===== src/rtl/owsls_pkg.sv =====
`timescale 1ns / 1ps

package owsls_pkg;

    localparam int NUM_STEPS   = 100;
    localparam int VALUE_WIDTH = 16;
    localparam int COEF_W      = 16;
    localparam int STEP_W      = $clog2(NUM_STEPS + 1);
    localparam int NUM_WHEELS  = 4;
    localparam int NUM_PROD    = 5;
    localparam int SEL_W       = $clog2(NUM_PROD);
    localparam int PIPE_DEPTH  = 4;

    localparam int W_W  = VALUE_WIDTH + COEF_W;
    localparam int P_W  = W_W + STEP_W + 1;
    localparam int FRAC = 15;
    localparam int SH_W = P_W - FRAC;
    localparam int Q_W  = VALUE_WIDTH + 1;

    localparam longint HALF_D   = longint'(NUM_STEPS) << (FRAC - 1);
    localparam longint SAT_Q    = longint'(1) << (VALUE_WIDTH - 1);
    localparam longint U_MAX    = SAT_Q * NUM_STEPS;
    localparam int     U_W      = $clog2(U_MAX + 1);
    localparam int     RECIP_SH = U_W + $clog2(NUM_STEPS);
    localparam longint RECIP_M  = ((longint'(1) << RECIP_SH) + NUM_STEPS - 1) / NUM_STEPS;
    localparam int     M_W      = $clog2(RECIP_M + 1);
    localparam int     PR_W     = RECIP_SH + Q_W;

    localparam logic [COEF_W-1:0] C_SIN_PHI   = COEF_W'(16384);
    localparam logic [COEF_W-1:0] C_COS_PHI   = COEF_W'(28377);
    localparam logic [COEF_W-1:0] C_DIAG_X    = COEF_W'(23167);
    localparam logic [COEF_W-1:0] C_DIAG_Y    = COEF_W'(23167);
    localparam logic [COEF_W-1:0] C_RADIUS    = COEF_W'(2458);

    localparam int IN_W  = 7 * VALUE_WIDTH;
    localparam int OUT_RAW_W = 1 + 7 + NUM_WHEELS * VALUE_WIDTH + NUM_WHEELS;
    localparam int OUT_W = ((OUT_RAW_W + 7) / 8) * 8;

    typedef enum logic [SEL_W-1:0] {
        SEL_CPHI_VY   = 3'd0,
        SEL_SPHI_VX   = 3'd1,
        SEL_CTHETA_VY = 3'd2,
        SEL_STHETA_VX = 3'd3,
        SEL_RAD_OM    = 3'd4
    } prod_sel_t;

    typedef enum logic [2:0] {
        ST_IDLE,
        ST_MUL,
        ST_SUM,
        ST_RUN,
        ST_OUT
    } state_t;

    typedef struct packed {
        logic              load;
        logic              mul_en;
        prod_sel_t         mul_sel;
        logic              sum_en;
        logic              flush;
        logic              issue_valid;
        logic [STEP_W-1:0] issue_k;
        logic              flags_we;
        logic              capture;
        logic              success;
    } cmd_t;

    typedef struct packed {
        logic              res_valid;
        logic [STEP_W-1:0] res_k;
        logic              pass_all;
    } sts_t;

    function automatic logic [COEF_W-1:0] coef_of(input prod_sel_t sel);
        logic [COEF_W-1:0] c;
        unique case (sel)
            SEL_CPHI_VY:   c = C_COS_PHI;
            SEL_SPHI_VX:   c = C_SIN_PHI;
            SEL_CTHETA_VY: c = C_DIAG_Y;
            SEL_STHETA_VX: c = C_DIAG_X;
            SEL_RAD_OM:    c = C_RADIUS;
            default:       c = '0;
        endcase
        return c;
    endfunction

endpackage


===== src/rtl/owsls_ctrl.sv =====
`timescale 1ns / 1ps

module owsls_ctrl (
    input  logic            clk,
    input  logic            rst_n,
    input  logic            s_valid,
    output logic            s_ready,
    output logic            m_valid,
    input  logic            m_ready,
    input  owsls_pkg::sts_t sts,
    output owsls_pkg::cmd_t cmd
);
    import owsls_pkg::*;

    state_t            state_reg, state_next;
    logic [SEL_W-1:0]  idx_reg, idx_next;
    logic [STEP_W-1:0] k_reg, k_next;
    logic              done;

    always_ff @(posedge clk or negedge rst_n)
    begin
        if (!rst_n)
        begin
            state_reg <= ST_IDLE;
            idx_reg   <= '0;
            k_reg     <= '0;
        end
        else
        begin
            state_reg <= state_next;
            idx_reg   <= idx_next;
            k_reg     <= k_next;
        end
    end

    always_comb
    begin
        state_next = state_reg;
        idx_next   = idx_reg;
        k_next     = k_reg;
        s_ready    = 1'b0;
        m_valid    = 1'b0;
        done       = 1'b0;
        cmd        = '0;
        cmd.mul_sel = prod_sel_t'(idx_reg);
        cmd.issue_k = k_reg;
        unique case (state_reg)
            ST_IDLE:
            begin
                s_ready = 1'b1;
                if (s_valid)
                begin
                    cmd.load   = 1'b1;
                    cmd.flush  = 1'b1;
                    idx_next   = '0;
                    state_next = ST_MUL;
                end
            end
            ST_MUL:
            begin
                cmd.mul_en = 1'b1;
                if (idx_reg == SEL_W'(NUM_PROD - 1))
                begin
                    state_next = ST_SUM;
                end
                else
                begin
                    idx_next = idx_reg + 1'b1;
                end
            end
            ST_SUM:
            begin
                cmd.sum_en = 1'b1;
                k_next     = STEP_W'(NUM_STEPS);
                state_next = ST_RUN;
            end
            ST_RUN:
            begin
                if (sts.res_valid)
                begin
                    if (sts.pass_all)
                    begin
                        done        = 1'b1;
                        cmd.success = 1'b1;
                    end
                    else
                    begin
                        cmd.flags_we = 1'b1;
                        done         = (sts.res_k == STEP_W'(1));
                    end
                end
                if (done)
                begin
                    cmd.capture = 1'b1;
                    cmd.flush   = 1'b1;
                    state_next  = ST_OUT;
                end
                else if (k_reg != '0)
                begin
                    cmd.issue_valid = 1'b1;
                    k_next          = k_reg - 1'b1;
                end
            end
            ST_OUT:
            begin
                m_valid = 1'b1;
                if (m_ready)
                begin
                    state_next = ST_IDLE;
                end
            end
            default:
            begin
                state_next = ST_IDLE;
            end
        endcase
    end

    a_one_word: assert property (@(posedge clk) disable iff (!rst_n)
        m_valid |-> !s_ready)
        else $error("input taken while a result is pending");

    a_issue_k: assert property (@(posedge clk) disable iff (!rst_n)
        cmd.issue_valid |-> (cmd.issue_k != '0) && (cmd.issue_k <= STEP_W'(NUM_STEPS)))
        else $error("scale step issued out of range");

    a_flush_quiet: assert property (@(posedge clk) disable iff (!rst_n)
        cmd.flush |-> !cmd.issue_valid)
        else $error("step issued during flush");

    a_stop_on_pass: assert property (@(posedge clk) disable iff (!rst_n)
        (state_reg == ST_RUN && sts.res_valid && sts.pass_all) |=> (state_reg == ST_OUT))
        else $error("passing step did not end the search");

endmodule


===== config.mk =====
export PLATFORM = sky130hd
export DESIGN_NAME = owsls_ctrl
export DESIGN_NICKNAME = d
export VERILOG_FILES = /design/src/rtl/owsls_pkg.sv /design/src/rtl/owsls_ctrl.sv
export SDC_FILE = /design/constraint.sdc
export NUM_CORES = 1
export LEC_CHECK = 0
export ABC_AREA = 1
export BUFFER_PORTS_ARGS = -buffer_cell sky130_fd_sc_hd__buf_2
export CORE_MARGIN = 2
export CORE_UTILIZATION = 30
export DETAILED_ROUTE_END_ITERATION = 7
export PLACE_DENSITY = 0.54
export SYNTH_ARGS = -nofsm -noshare
export SYNTH_HDL_FRONTEND = slang
export SYNTH_SLANG_ARGS = --single-unit

===== constraint.sdc =====
create_clock -name clk -period 1.5 [get_ports clk]
set_clock_uncertainty 0.1 [all_clocks]
set_input_delay 0.15 -clock clk [delete_from_list [all_inputs] [get_ports clk]]
set_output_delay 0.15 -clock clk [all_outputs]
set_load 0.005 [all_outputs]

==> results.tsv <==
stage	metric	value	unit
drt	drt first pass iters	4	
worst_setup_path	Worst R2R Path Depth	9	
worst_setup_path	RR Endpoint	k_reg[0]$_DFFE_PN0P_	
worst_setup_path	Worst path slowest cell	dfrtp_1	
clocking	clk sinks	13	
clocking	clk buf depth	2	
final_layout	number of antenna diodes	0	
run_status	violated checks	setup timing	
final_layout	max reg flops	7	
drt	initial drt markers	36	
placed_design	dpl ws	35.2	ps
drt	drt drc	0	
placed_design	placed cell count	213	
final_layout	most frequent cells in the layout	nand2_1, buf_2, buf_4	
final_layout	fin util	53.2	%
grt	gr busiest metal	met2	
clocking	CTS Buf Count	3	
worst_hold_path	HP Start	m_ready	
worst_setup_path	Critical Path Start Type	flip-flop	
power_and_ir_drop	leakage power	0.871	nW
timing	RSZ-0062 raised after global routing	yes	
placed_design	DP HPWL	1890	um
final_layout	most common cell after layout, fill and taps aside	nand2_1	
grt	met2 Resource Use GR	29.0	%
worst_setup_path	worst path cell trace	inv_2, nand3_4, inv_6, buf_6, buf_6, a21oi_4, nand2_2, nand2_1, nand2_1	
timing	endpoints failing setup	11	
clocking	Clock Tree Root	clkbuf_4	
grt	maximum number of pins on one net before global-route repair	14	
yosys	Synth Warn #	0	
grt	total global-route track usage	15.9	%
placed_design	PortBufs	32	
drt	final wirelength	2730	um
timing	final setup margin	-29.6	ps
floorplanning	die footprint	3490	um2
power_and_ir_drop	Peak VDD IR	0.000919	V
grt	GRT overflow	0	
yosys	Syn Nets	156	
worst_hold_path	hold crit path type	input pin to flip-flop	
floorplanning	Die X	59.1	um
floorplanning	std cell rows	19	
drt	vias per cell	4.75	
timing	period utilisation layout	102	%
worst_setup_path	CP endpoint kind	flip-flop	
worst_setup_path	crit path launch	state_reg[2]$_DFFE_PN0P_	
final_layout	filler cell count	271	
yosys	synthesis-stage register bit count	13	
yosys	Synth Instances	139	
timing	Hold Vio Cnt, Final	0	
yosys	synth unique cells	20	
timing	Tmin final	1530	ps
timing	Slew @ Worst Pin	316	ps
run_status	status	finished, violations left	
drt	antenna-violating nets left	0	
final_layout	fin nets	223	
flow_run	max-capacitance violation count	0	
timing	Final Max Tran Viols	0	
worst_setup_path	Max stage delay on crit path	380	ps
yosys	syn_area_per_cell	6.55	um2
worst_setup_path	Worst Setup Path Type	flip-flop to flip-flop	
drt	Vias	1120	
drt	Routed wire per std cell	11.6	um
power_and_ir_drop	P per Cell Area	2070	nW/um2
floorplanning	IO Pins	33	
final_layout	fraction of layout cells with a size suffix above 1	48.8	%
timing	Fmax	0.654	GHz
worst_setup_path	reg-to-reg startpoint	state_reg[2]$_DFFE_PN0P_	
final_layout	Post-Layout Cell Count	236	
final_layout	Area Overhead vs Synth	65.1	%
grt	first-pass GRT wire length	4210	um
placed_design	gpl congestion	0.867	
floorplanning	Initial Utilization	32.2	%
clocking	H-tree levels	1	
clocking	clock slew seen by the registers of the worst setup and hold paths	80	ps
timing	Hold Slack	81.4	ps
worst_setup_path	R2R setup slack	-30	ps
clocking	CTS tree	yes	
grt	M1 GR Usage	18.3	%
worst_setup_path	CP max FO	7	
grt	initial antenna violation count	0	
yosys	sequential area share after synthesis	35.7	%
grt	vias in the first global route	1016	
yosys	synthesized area	911	um2
worst_hold_path	WHS Path Cells	4	
timing	TNS Setup	-192	ps
floorplanning	Core Region	2830	um2
worst_setup_path	crit path DAT	1600	ps
timing	Slew HR	79.0	%
floorplanning	Die Ht	59.1	um
worst_setup_path	critical path data required time	1570	ps
grt	GR Util met3	2.84	%
clocking	clk_lat worst skew	270	ps
worst_hold_path	Endpoint, Worst Hold	state_reg[2]$_DFFE_PN0P_	
-- cell usage after synthesis, drive strengths merged --
| cell | n | area share [%] |
|---|---|---|
| buf | 1 | 0.55 |
| nor3 | 2 | 1.6 |
| nand2 | 44 | 18 |
| xnor2 | 1 | 0.96 |
| ha | 4 | 5.5 |
| o211ai | 1 | 0.82 |
| a21oi | 4 | 3.4 |
| nand3 | 21 | 12 |
| or2 | 2 | 1.4 |
| nand4 | 1 | 0.69 |
| nor2 | 18 | 7.4 |
| dfrtp | 13 | 36 |
| inv | 25 | 10 |
| o21ai | 2 | 1.1 |
-- power by group --
part           internal, mW  total [mW]  switching, mW
clock network         0.103       0.219          0.116
logic                  1.08        2.23           1.15
registers             0.517       0.665          0.147
total                  1.70        3.12           1.41
-- logic make-up (layout without fill, tap and decap cells) --
kind of cell	count (synthesis)	count (layout)	share of synthesized area, %
DFF	13	13	35.7
adders and majority gates	4	4	5.49
xor gates and xnor gates	1	1	0.962
buffers and inverters	26	92	10.9
and+or+nand+nor	88	88	41.6
AOI/OAI and AO/OA	7	7	5.36
-- routing by layer --
metal | up-vias | part of all wire [%]
li1 | 566 | -
met5 | - | 0
met1 | 526 | 44
met4 | 0 | 0.92
met3 | 4 | 3.6
met2 | 24 | 52
-- worst max-delay path: cells and delay by family, from the launching register on --
family	cells	cell delay, ps
AO/OA/AOI/OAI	1	220
buffers and inverters	4	370
flip-flops	1	380
AND/OR/NAND/NOR	4	360
-- per-stage QoR --
stage	total power, mW	instance area (um2)
after floorplan	1.62	911
after global placement	2.27	1190
after detailed placement	2.28	1190
after CTS	2.85	1380
after global routing	3.40	1500
final	3.12	1500
-- how the worst max path moves through the flow --
| stage | endpoint | cells past startpoint |
|---|---|---|
| after floorplan | k_reg[2]$_DFFE_PN0P_ | 8 |
| after global placement | k_reg[2]$_DFFE_PN0P_ | 7 |
| after detailed placement | k_reg[0]$_DFFE_PN0P_ | 7 |
| after CTS | m_valid | 3 |
| after global routing | k_reg[2]$_DFFE_PN0P_ | 8 |
| final | k_reg[0]$_DFFE_PN0P_ | 9 |
-- cell type report --
cell class / count / area (um2) / area share [%]
multi-input cells: 100 / 589 / 39.2
repair buffers: 63 / 420 / 28.0
flip-flops and latches: 13 / 328 / 21.8
inverters: 25 / 101 / 6.74
well taps: 31 / 38.8 / 2.58
clock buffers: 4 / 26.3 / 1.75
-- repair_timing --
item,4_1_cts,5_1_grt
hold buffers,1,0
pin swaps,8,9
gates resized for setup,20,19
hold endpoints to repair,13,0
endpoints found under the setup margin,6,19
buffers inserted,10,8
(Power assumes the default switching activity.)
